$ cat src/sv/msdl_pkg.sv
// Shared constants and types for the multi-switch debouncer.
package msdl_pkg;

    // Switch count is fixed by the 15-bit pin and mask fields.
    localparam int LANE_COUNT  = 15;
    localparam int COUNT_WIDTH = 16;

    // Stream payload widths, padded to whole bytes.
    localparam int S_DATA_W = 16;
    localparam int M_DATA_W = 64;
    localparam int RES_W    = 4 * LANE_COUNT;

    // APB register map
    localparam int CFG_ADDR_W = 4;
    localparam int CFG_DATA_W = 32;
    localparam logic [1:0] REG_DEBOUNCE = 2'd0;
    localparam logic [1:0] REG_LOCKOUT  = 2'd1;
    localparam logic [1:0] REG_TYPES    = 2'd2;

    localparam int SET_W   = 16;
    localparam int TYPES_W = 2 * LANE_COUNT;

    // Switch type codes
    localparam logic [1:0] TYPE_DISABLED = 2'd0;
    localparam logic [1:0] TYPE_NO       = 2'd1;
    localparam logic [1:0] TYPE_NC       = 2'd2;

    // Per-lane status after one tick
    typedef struct packed {
        logic event_bit;
        logic active_bit;
        logic level_bit;
        logic ready_bit;
    } lane_out_t;

    // Result item, event mask in the lowest bits
    typedef struct packed {
        logic [LANE_COUNT-1:0] ready_mask;
        logic [LANE_COUNT-1:0] level_mask;
        logic [LANE_COUNT-1:0] active_mask;
        logic [LANE_COUNT-1:0] event_mask;
    } result_t;

endpackage

$ cat src/sv/msdl_lane.sv
// One switch lane: lockout countdown, settle counter and stored level.
module msdl_lane #(
    parameter int COUNT_WIDTH = msdl_pkg::COUNT_WIDTH
) (
    input  logic                   aclk,
    input  logic                   aresetn,
    input  logic                   step_en,
    input  logic                   pin,
    input  logic [1:0]             sw_type,
    input  logic [COUNT_WIDTH-1:0] debounce_cnt,
    input  logic [COUNT_WIDTH-1:0] lockout_cnt,
    output msdl_pkg::lane_out_t    lane_out
);

    logic                   level_reg, level_next;
    logic                   ready_reg, ready_next;
    logic [COUNT_WIDTH-1:0] settle_reg, settle_next;
    logic [COUNT_WIDTH-1:0] hold_reg, hold_next;
    logic [COUNT_WIDTH-1:0] hold_dec;
    logic [COUNT_WIDTH-1:0] settle_inc;
    logic                   skip;
    logic                   qualify;

    // Tick update for this switch
    always_comb begin
        level_next  = level_reg;
        ready_next  = ready_reg;
        settle_next = settle_reg;
        hold_next   = hold_reg;
        hold_dec    = hold_reg - COUNT_WIDTH'(1);
        settle_inc  = settle_reg + COUNT_WIDTH'(1);
        skip        = 1'b0;
        qualify     = 1'b0;
        if (sw_type != msdl_pkg::TYPE_DISABLED) begin
            // lockout countdown; debounce resumes on the expiry tick
            if (hold_reg != '0) begin
                hold_next = hold_dec;
                skip      = (hold_dec != '0);
            end
            if (!skip) begin
                if (pin == level_reg && ready_reg) begin
                    settle_next = '0;
                end else if (settle_inc == debounce_cnt) begin
                    qualify     = 1'b1;
                    level_next  = pin;
                    settle_next = '0;
                    ready_next  = 1'b1;
                    hold_next   = lockout_cnt;
                end else begin
                    settle_next = settle_inc;
                end
            end
        end
    end

    // State registers, advanced on each accepted tick
    always_ff @(posedge aclk) begin
        if (!aresetn) begin
            level_reg  <= 1'b0;
            ready_reg  <= 1'b0;
            settle_reg <= '0;
            hold_reg   <= '0;
        end else if (step_en) begin
            level_reg  <= level_next;
            ready_reg  <= ready_next;
            settle_reg <= settle_next;
            hold_reg   <= hold_next;
        end
    end

    // Status from the post-tick state
    always_comb begin
        lane_out.event_bit  = qualify;
        lane_out.level_bit  = level_next;
        lane_out.ready_bit  = ready_next;
        lane_out.active_bit = ready_next &&
            ((sw_type == msdl_pkg::TYPE_NO && !level_next) ||
             (sw_type == msdl_pkg::TYPE_NC && level_next));
    end

endmodule

$ cat src/sv/msdl_merge.sv
// Merges lane status into result masks and holds them in a two-entry skid.
module msdl_merge (
    input  logic                                   aclk,
    input  logic                                   aresetn,
    input  logic                                   in_valid,
    output logic                                   in_ready,
    input  msdl_pkg::lane_out_t [msdl_pkg::LANE_COUNT-1:0] lanes,
    output logic                                   out_valid,
    input  logic                                   out_ready,
    output msdl_pkg::result_t                      out_result
);

    msdl_pkg::result_t merged;
    msdl_pkg::result_t out_data_reg, out_data_next;
    msdl_pkg::result_t skid_data_reg, skid_data_next;
    logic              out_valid_reg, out_valid_next;
    logic              skid_valid_reg, skid_valid_next;
    logic              accept;
    logic              take;

    // Gather one bit per lane into each mask
    always_comb begin
        for (int i = 0; i < msdl_pkg::LANE_COUNT; i++) begin
            merged.event_mask[i]  = lanes[i].event_bit;
            merged.active_mask[i] = lanes[i].active_bit;
            merged.level_mask[i]  = lanes[i].level_bit;
            merged.ready_mask[i]  = lanes[i].ready_bit;
        end
    end

    assign in_ready = !skid_valid_reg;
    assign accept   = in_valid && in_ready;
    assign take     = out_valid_reg && out_ready;

    // Output register with skid entry behind it
    always_comb begin
        out_valid_next  = out_valid_reg;
        out_data_next   = out_data_reg;
        skid_valid_next = skid_valid_reg;
        skid_data_next  = skid_data_reg;
        if (accept) begin
            if (!out_valid_reg || take) begin
                out_valid_next = 1'b1;
                out_data_next  = merged;
            end else begin
                skid_valid_next = 1'b1;
                skid_data_next  = merged;
            end
        end else if (take) begin
            if (skid_valid_reg) begin
                out_data_next   = skid_data_reg;
                skid_valid_next = 1'b0;
            end else begin
                out_valid_next = 1'b0;
            end
        end
    end

    always_ff @(posedge aclk) begin
        if (!aresetn) begin
            out_valid_reg  <= 1'b0;
            skid_valid_reg <= 1'b0;
        end else begin
            out_valid_reg  <= out_valid_next;
            skid_valid_reg <= skid_valid_next;
        end
    end

    always_ff @(posedge aclk) begin
        out_data_reg  <= out_data_next;
        skid_data_reg <= skid_data_next;
    end

    assign out_valid  = out_valid_reg;
    assign out_result = out_data_reg;

endmodule

$ cat src/sv/multi_switch_debounce_lockout.sv
// Multi-switch debouncer with lockout: takes one pin sample per cycle, one
// result per sample. Each of the 15 switches has its own lane (lockout and
// settle counters of COUNT_WIDTH bits), all updated in the same cycle, so a
// new sample is accepted every cycle while the output side keeps up; the
// result is registered into a two-entry output skid, and input ready drops
// only when both entries hold results. A changed level qualifies after
// debounce_ticks samples (0 means 2^COUNT_WIDTH), then the switch ignores its
// pin for lockout_ticks - 1 samples and is debounced again on the sample the
// lockout expires. Registers at byte addresses 0 (debounce_ticks), 4
// (lockout_ticks), 8 (switch_types, two bits per switch: 0 disabled, 1 normally
// open, 2 normally closed); write only while idle. No clearing pass after reset.
module multi_switch_debounce_lockout #(
    parameter int COUNT_WIDTH = msdl_pkg::COUNT_WIDTH
) (
    input  logic                            aclk,
    input  logic                            aresetn,
    // configuration
    input  logic                            psel,
    input  logic                            penable,
    input  logic                            pwrite,
    input  logic [msdl_pkg::CFG_ADDR_W-1:0] paddr,
    input  logic [msdl_pkg::CFG_DATA_W-1:0] pwdata,
    output logic [msdl_pkg::CFG_DATA_W-1:0] prdata,
    output logic                            pready,
    // pin samples
    input  logic                            s_tvalid,
    output logic                            s_tready,
    input  logic [msdl_pkg::S_DATA_W-1:0]   s_tdata,  // [14:0] pin_levels
    // results
    output logic                            m_tvalid,
    input  logic                            m_tready,
    // [14:0] event_mask, [29:15] active_mask, [44:30] level_mask, [59:45] ready_mask
    output logic [msdl_pkg::M_DATA_W-1:0]   m_tdata
);

    logic [msdl_pkg::SET_W-1:0]   debounce_reg;
    logic [msdl_pkg::SET_W-1:0]   lockout_reg;
    logic [msdl_pkg::TYPES_W-1:0] types_reg;
    logic [1:0]                   reg_idx;
    logic                         cfg_wr;
    logic                         step_en;
    logic [COUNT_WIDTH-1:0]       debounce_cnt;
    logic [COUNT_WIDTH-1:0]       lockout_cnt;
    msdl_pkg::lane_out_t [msdl_pkg::LANE_COUNT-1:0] lanes;
    msdl_pkg::result_t            result;

    // APB register file
    assign pready  = 1'b1;
    assign reg_idx = paddr[3:2];
    assign cfg_wr  = psel && penable && pwrite && pready;

    always_ff @(posedge aclk) begin
        if (!aresetn) begin
            debounce_reg <= msdl_pkg::SET_W'(5);
            lockout_reg  <= msdl_pkg::SET_W'(250);
            types_reg    <= '0;
        end else if (cfg_wr) begin
            case (reg_idx)
                msdl_pkg::REG_DEBOUNCE: debounce_reg <= pwdata[msdl_pkg::SET_W-1:0];
                msdl_pkg::REG_LOCKOUT:  lockout_reg  <= pwdata[msdl_pkg::SET_W-1:0];
                msdl_pkg::REG_TYPES:    types_reg    <= pwdata[msdl_pkg::TYPES_W-1:0];
                default: ;
            endcase
        end
    end

    always_comb begin
        case (reg_idx)
            msdl_pkg::REG_DEBOUNCE: prdata = msdl_pkg::CFG_DATA_W'(debounce_reg);
            msdl_pkg::REG_LOCKOUT:  prdata = msdl_pkg::CFG_DATA_W'(lockout_reg);
            msdl_pkg::REG_TYPES:    prdata = msdl_pkg::CFG_DATA_W'(types_reg);
            default:                prdata = '0;
        endcase
    end

    // Settings taken modulo the counter width
    assign debounce_cnt = COUNT_WIDTH'(debounce_reg);
    assign lockout_cnt  = COUNT_WIDTH'(lockout_reg);
    assign step_en      = s_tvalid && s_tready;

    // One lane per switch
    for (genvar g = 0; g < msdl_pkg::LANE_COUNT; g++) begin : g_lane
        msdl_lane #(
            .COUNT_WIDTH(COUNT_WIDTH)
        ) u_lane (
            .aclk        (aclk),
            .aresetn     (aresetn),
            .step_en     (step_en),
            .pin         (s_tdata[g]),
            .sw_type     (types_reg[2*g +: 2]),
            .debounce_cnt(debounce_cnt),
            .lockout_cnt (lockout_cnt),
            .lane_out    (lanes[g])
        );
    end

    // Mask merge and output buffering
    msdl_merge u_merge (
        .aclk      (aclk),
        .aresetn   (aresetn),
        .in_valid  (s_tvalid),
        .in_ready  (s_tready),
        .lanes     (lanes),
        .out_valid (m_tvalid),
        .out_ready (m_tready),
        .out_result(result)
    );

    assign m_tdata = msdl_pkg::M_DATA_W'(result);

endmodule

$ cat config.mk
export PLATFORM = sky130hd
export DESIGN_NAME = multi_switch_debounce_lockout
export DESIGN_NICKNAME = d
export VERILOG_FILES = /design/src/sv/msdl_pkg.sv /design/src/sv/msdl_lane.sv /design/src/sv/msdl_merge.sv /design/src/sv/multi_switch_debounce_lockout.sv
export SDC_FILE = /design/constraint.sdc
export NUM_CORES = 2
export LEC_CHECK = 0
export ABC_CLOCK_PERIOD_IN_PS = 9010
export BUFFER_PORTS_ARGS = -buffer_cell sky130_fd_sc_hd__buf_2
export CAP_MARGIN = 0
export CORE_ASPECT_RATIO = 1.4
export CORE_UTILIZATION = 60
export CTS_BUF_LIST = sky130_fd_sc_hd__clkbuf_4 sky130_fd_sc_hd__clkbuf_8
export DETAILED_ROUTE_END_ITERATION = 10
export PLACE_DENSITY = 0.8
export SLEW_MARGIN = 20
export SYNTH_ARGS = -nofsm -noshare
export SYNTH_HDL_FRONTEND = slang
export SYNTH_HIERARCHICAL = 1
export SYNTH_SLANG_ARGS = --single-unit
$ cat constraint.sdc
create_clock -name aclk -period 9.01 [get_ports aclk]
set_input_delay 1.3515 -clock aclk [delete_from_list [all_inputs] [get_ports aclk]]
set_output_delay 1.3515 -clock aclk [all_outputs]
set_load 0.005 [all_outputs]
After elaboration in Yosys (flattened, before gate mapping). Index checks and enable logic that the tools add are counted.

Add/subtract/negate cells: 30. Equality and inequality tests: 65. Mux-type cells: 312. Bitwise logic cells: 16. Reduce and logical (&&, ||, !) cells: 182.

Operators with widths (number): $mux W16 (90); $reduce_bool A16 Y1 (30); $add A16 B1 Y16 const B (15); $eq A16 B16 Y1 (15); $mux W60 (4); $sub A16 B1 Y16 const B (15); $mux W1 (217); $pmux W30 S3 (1); $logic_and A1 B1 Y1 (64); $reduce_and A3 Y1 (17); $reduce_and A2 Y1 (20); $reduce_bool A2 Y1 (17); $eq A2 B1 Y1 const B (16); $eq A2 B2 Y1 const B (16); $logic_not A1 Y1 (17); $logic_or A1 B1 Y1 (16); $not A1 Y1 (16); $eq A1 B1 Y1 (15); $ne A2 B2 Y1 const B (2); $logic_not A2 Y1 (1); $ne A2 B1 Y1 const B (1).

Bits in registers: 694. Bits of input ports: 59. Output and inout port bits: 99. Word-level logic and storage cells: 678.

Depth between registers and ports, before layout.
Word-level depth: 12. Gate-level depth with buffers: 15. Depth with buffers taken out: 11.

Hierarchy. The synthesis kept the hierarchy.

By module, submodules not included: msdl_lane at g_lane[0].u_lane ... (instances 14, cells an instance 405, area each 3037.9 um^2, sequential area each 680.7 um^2); msdl_merge (instances 1, cells an instance 201, area each 4754.6 um^2, sequential area each 3643.5 um^2); msdl_lane at g_lane[11].u_lane (instances 1, cells an instance 394, area each 2954.1 um^2, sequential area each 680.7 um^2); multi_switch_debounce_lockout (instances 1, cells an instance 325, area each 2922.8 um^2, sequential area each 1241.2 um^2).

Worst setup path after synthesis. OpenSTA, ideal clock, no wires.

Path type: input to register. Start: in s_tvalid. End: reg u_merge/skid_data_reg[0] (netlist name) (enable). Setup time: 0.565 ns. Arrival: 6.081 ns. Required time: 8.445 ns. Path slack: 2.363 ns. Cell stages on the path: 4. Path buffers: 2. Path through: nand2b_4 > buf_12 > buf_12 > nor3b_1.

Cells in the longest elaborated chain, start to end: 2.

Ends and longest elaborated chain: start: declaration (line multi_switch_debounce_lockout.sv:26) `input logic s_tvalid,`; $logic_and A1 B1 Y1 (line msdl_merge.sv:32) `assign accept = in_valid && in_ready;`; $reduce_and A2 Y1 (no line); end signal: assignment (line msdl_merge.sv:71) `skid_data_reg <= skid_data_next;`; end: declaration (line msdl_merge.sv:15) `msdl_pkg::result_t skid_data_reg, skid_data_next;`.

Every way passes these cells. A chain may end at the register's enable or synchronous reset.

Final worst setup path.
Start: in paddr[3] (netlist name). End: out prdata[9] (netlist name).

Cells in the longest elaborated chain, start to end: 2. Elaborated cells between the ends (all ways): 4. Those cells by class: 2 x eq/ne; 1 x mux; 1 x reduce/logical.

Ends and longest elaborated chain: start: declaration (line multi_switch_debounce_lockout.sv:21) `input logic [msdl_pkg::CFG_ADDR_W-1:0] paddr,`; $eq A2 B2 Y1, or another cell as far along (line multi_switch_debounce_lockout.sv:68) `case (reg_idx)`; $pmux W30 S3 * (line multi_switch_debounce_lockout.sv:68); end: declaration (line multi_switch_debounce_lockout.sv:23) `output logic [msdl_pkg::CFG_DATA_W-1:0] prdata,`.

Every way passes the cells marked *; elsewhere a longest branch is shown, timed or not.

==> out/metrics.yaml <==
detailed_routing:
  vias_per_cell: 6.82
  drt-initial-drc-count: 5277
  ant_nets: 0
  wire_per_inst_um: 21.6
  vias: 51600
  post-route-drc-count: 0
  drtPass1Iterations: 6
  drt_wl_total_um: 163000
sta:
  max_clock_freq_mhz: 208
  finalCritPeriodShare: 0.534
  slew_viol_final: 0
  relSlewSlack: 0.197
  setup_viol: 0
  rsz0062_at_grt: "no"
  tightest_slew_ns: 1.20
  finalClockSkew_ns: 0.0431
  fin_setup_tns_ns: 0
  fin_ws_ns: 4.20
  period_needed_ns: 4.81
  final_hold_viol_count: 0
pwr:
  power_mw: 7.61
  powerDensity_mw_per_mm2: 139
  power.leakage_nw: 19.5
  irDropWorstVdd_mv: 0.114
grt:
  grt_max_degree: 154
  grt_pass1_wl_um: 254000
  globalRoute.totalOverflow: 0
  first_global_vias: 46900
  grtUsageTotal: 0.349
  antenna_found_initial: 7
worst_setup_path:
  worstPathMaxFanout: 30
  required_ns: 7.66
  crit_family: "simple AND/OR/NAND/NOR gates"
  r2r-end: "u_merge/out_result[41]"
  crit_top_cell: "buf_2"
  end_kind: "primary output"
  cp_cell_sequence: "buf_2, nor2b_4, nand2_1, o21ai_0, buf_2"
  slowest_stage: "nor2b_4"
  start_kind: "input pin"
  path_buf_inv: 2
  critPathArrivalTime_ns: 3.46
  max_stage_delay_ns: 0.97
  r2r_start: "g_lane[11].u_lane/settle_reg[0]"
  worst-r2r-cell-count: 10
  rrSetupSlack_ns: 4.99
  critical_path_class: "input pin to primary output"
floorplanning:
  fp.dieW_um: 254
  io_pins: 158
  die_area_sq_mm: 0.0898
  core-area_sq_mm: 0.0874
  fp-row-count: 128
  start_util: 0.608
  die-height_um: 354
place:
  pre_cts_slack_ns: 4.33
  post-dp-hpwl_um: 102000
  place_congestion: 0.956
  portBuffers: 145
clock_network:
  clock_latency_ns: 0.83
  clk_pin_slew_ns: 0.07
  cts.path.max_buffers: 3
  cts_resized: 0
  cts_buffers: 112
  cts.sinks: 694
  cts_setup_buffers: 0
  cts_root_buf: "clkbuf_8"
  cts_tree: "done"
  h-tree-depth: 3
  cts-hold-fix-buffers: 0
synth:
  synth_warnings: 6
  synth.distinct_cells: 89
  yosysSeqAreaShare: 0.284
  netlist_instances: 6590
  synthFlopType: "dfxtp_1"
  async_reset_ff_frac: 0
  synth_enable_flop_cells: 120
  synth_seq_cells: 694
  syn_area_sq_mm: 0.0532
  avgSynthCellArea_sq_um: 8.07
layout:
  fin_nets: 6405
  drive_above_1_share: 0.133
  final_common_cell: "nand2_1"
  nFillCells: 7654
  area_delta_synth_final_pct: 2.91
  post-route-util: 0.626
  final_cell_mix: "nand2_1, dfxtp_1, nand4_1, nor2_1, a21oi_1"
min_path:
  worstHoldStart: "debounce_cnt[15]"
  min_to: "debounce_cnt[15]"
  hold-path-cell-count: 2
  hold_class: "flop to flop"
status:
  status: "finished clean"
run:
  max_cap_violations: 0
per-stage QoR:
stage               hold WS [ns]  instance area (sq um)  cells
floorplan                  0.469                  53200   6595
global placement           0.482                  52100   7341
detailed placement         0.492                  52100   7341
CTS                        0.505                  54600   7548
global route               0.519                  54700   7552
finish                     0.507                  54700   7555
worst max path at each step:
| stage | to | slack [ns] | start | depth (start not counted) |
|---|---|---|---|---|
| after floorplan | u_merge/skid_data_reg[0] | 2.36 | s_tvalid | 4 |
| after global placement | prdata[9] | 4.32 | paddr[3] | 5 |
| after detailed placement | prdata[9] | 4.33 | paddr[3] | 5 |
| after CTS | prdata[9] | 4.32 | paddr[3] | 5 |
| after global routing | prdata[9] | 4.22 | paddr[3] | 5 |
| final | prdata[9] | 4.20 | paddr[3] | 5 |
cells in the mapped netlist (73+ instances only):
library cell | count | area (sq um)
xnor2_1 | 285 | 2500
buf_2 | 219 | 1100
or2_2 | 73 | 457
nand4_1 | 517 | 3230
a21oi_1 | 395 | 1980
o21ai_0 | 370 | 1850
mux2i_1 | 96 | 961
inv_1 | 112 | 420
nor2_1 | 469 | 1760
nand2_1 | 652 | 2450
and4_1 | 73 | 639
nor3_1 | 115 | 576
dfxtp_1 | 574 | 11500
edfxtp_1 | 120 | 3600
xor2_1 | 191 | 1670
buf_4 | 98 | 736
or3_1 | 86 | 538
clkbuf_1 | 178 | 668
nand3_1 | 306 | 1530
a31oi_1 | 217 | 1360
power by group:
part | switching (mW) | internal, mW | leakage, nW
logic | 0.748 | 0.400 | 12.3
clock network | 1.38 | 1.79 | 1.35
registers | 0.0769 | 3.21 | 5.82
total | 2.21 | 5.40 | 19.5
area by class of cell:
class / instances / area [sq um] / share of cell area
inverters: 112 / 420 / 0.00768
clock buffers: 162 / 2060 / 0.0377
multi-input cells: 5147 / 33800 / 0.617
clock inverters: 45 / 527 / 0.00963
flip-flops and latches: 694 / 15100 / 0.277
repair buffers: 219 / 1320 / 0.0242
diodes: 6 / 15.0 / 0.000274
well taps: 1170 / 1460 / 0.0268
worst reg2reg max path, cell delays in order (launching register included):
cell,delay (ns)
dfxtp_1,0.47
ha_1,0.32
nand3_1,0.30
nor4_1,0.60
mux2_2,0.41
a211oi_1,0.16
and3_1,0.53
and2b_2,0.25
o21ai_0,0.13
mux2_2,0.34
mux2_4,0.27
cells by family after synthesis:
kind of cell	count (synthesis)	synth area share
flip-flops	694	0.284
XOR/XNOR	476	0.0784
multiplexers	186	0.0412
other	2	0.000141
buffers and inverters	754	0.0825
AND/OR/NAND/NOR	2954	0.319
adder cells (fa/ha/maj)	60	0.0141
AO/OA/AOI/OAI	1464	0.180
metal layers:
metal | part of all wire | vias up | GRT usage
li1 | - | 23900 | -
met1 | 0.39 | 24700 | 0.434
met2 | 0.46 | 2453 | 0.564
met3 | 0.095 | 505 | 0.0653
met4 | 0.058 | 2 | 0.198
met5 | 0.000092 | - | 0
Power figures use the tool's default switching activity.
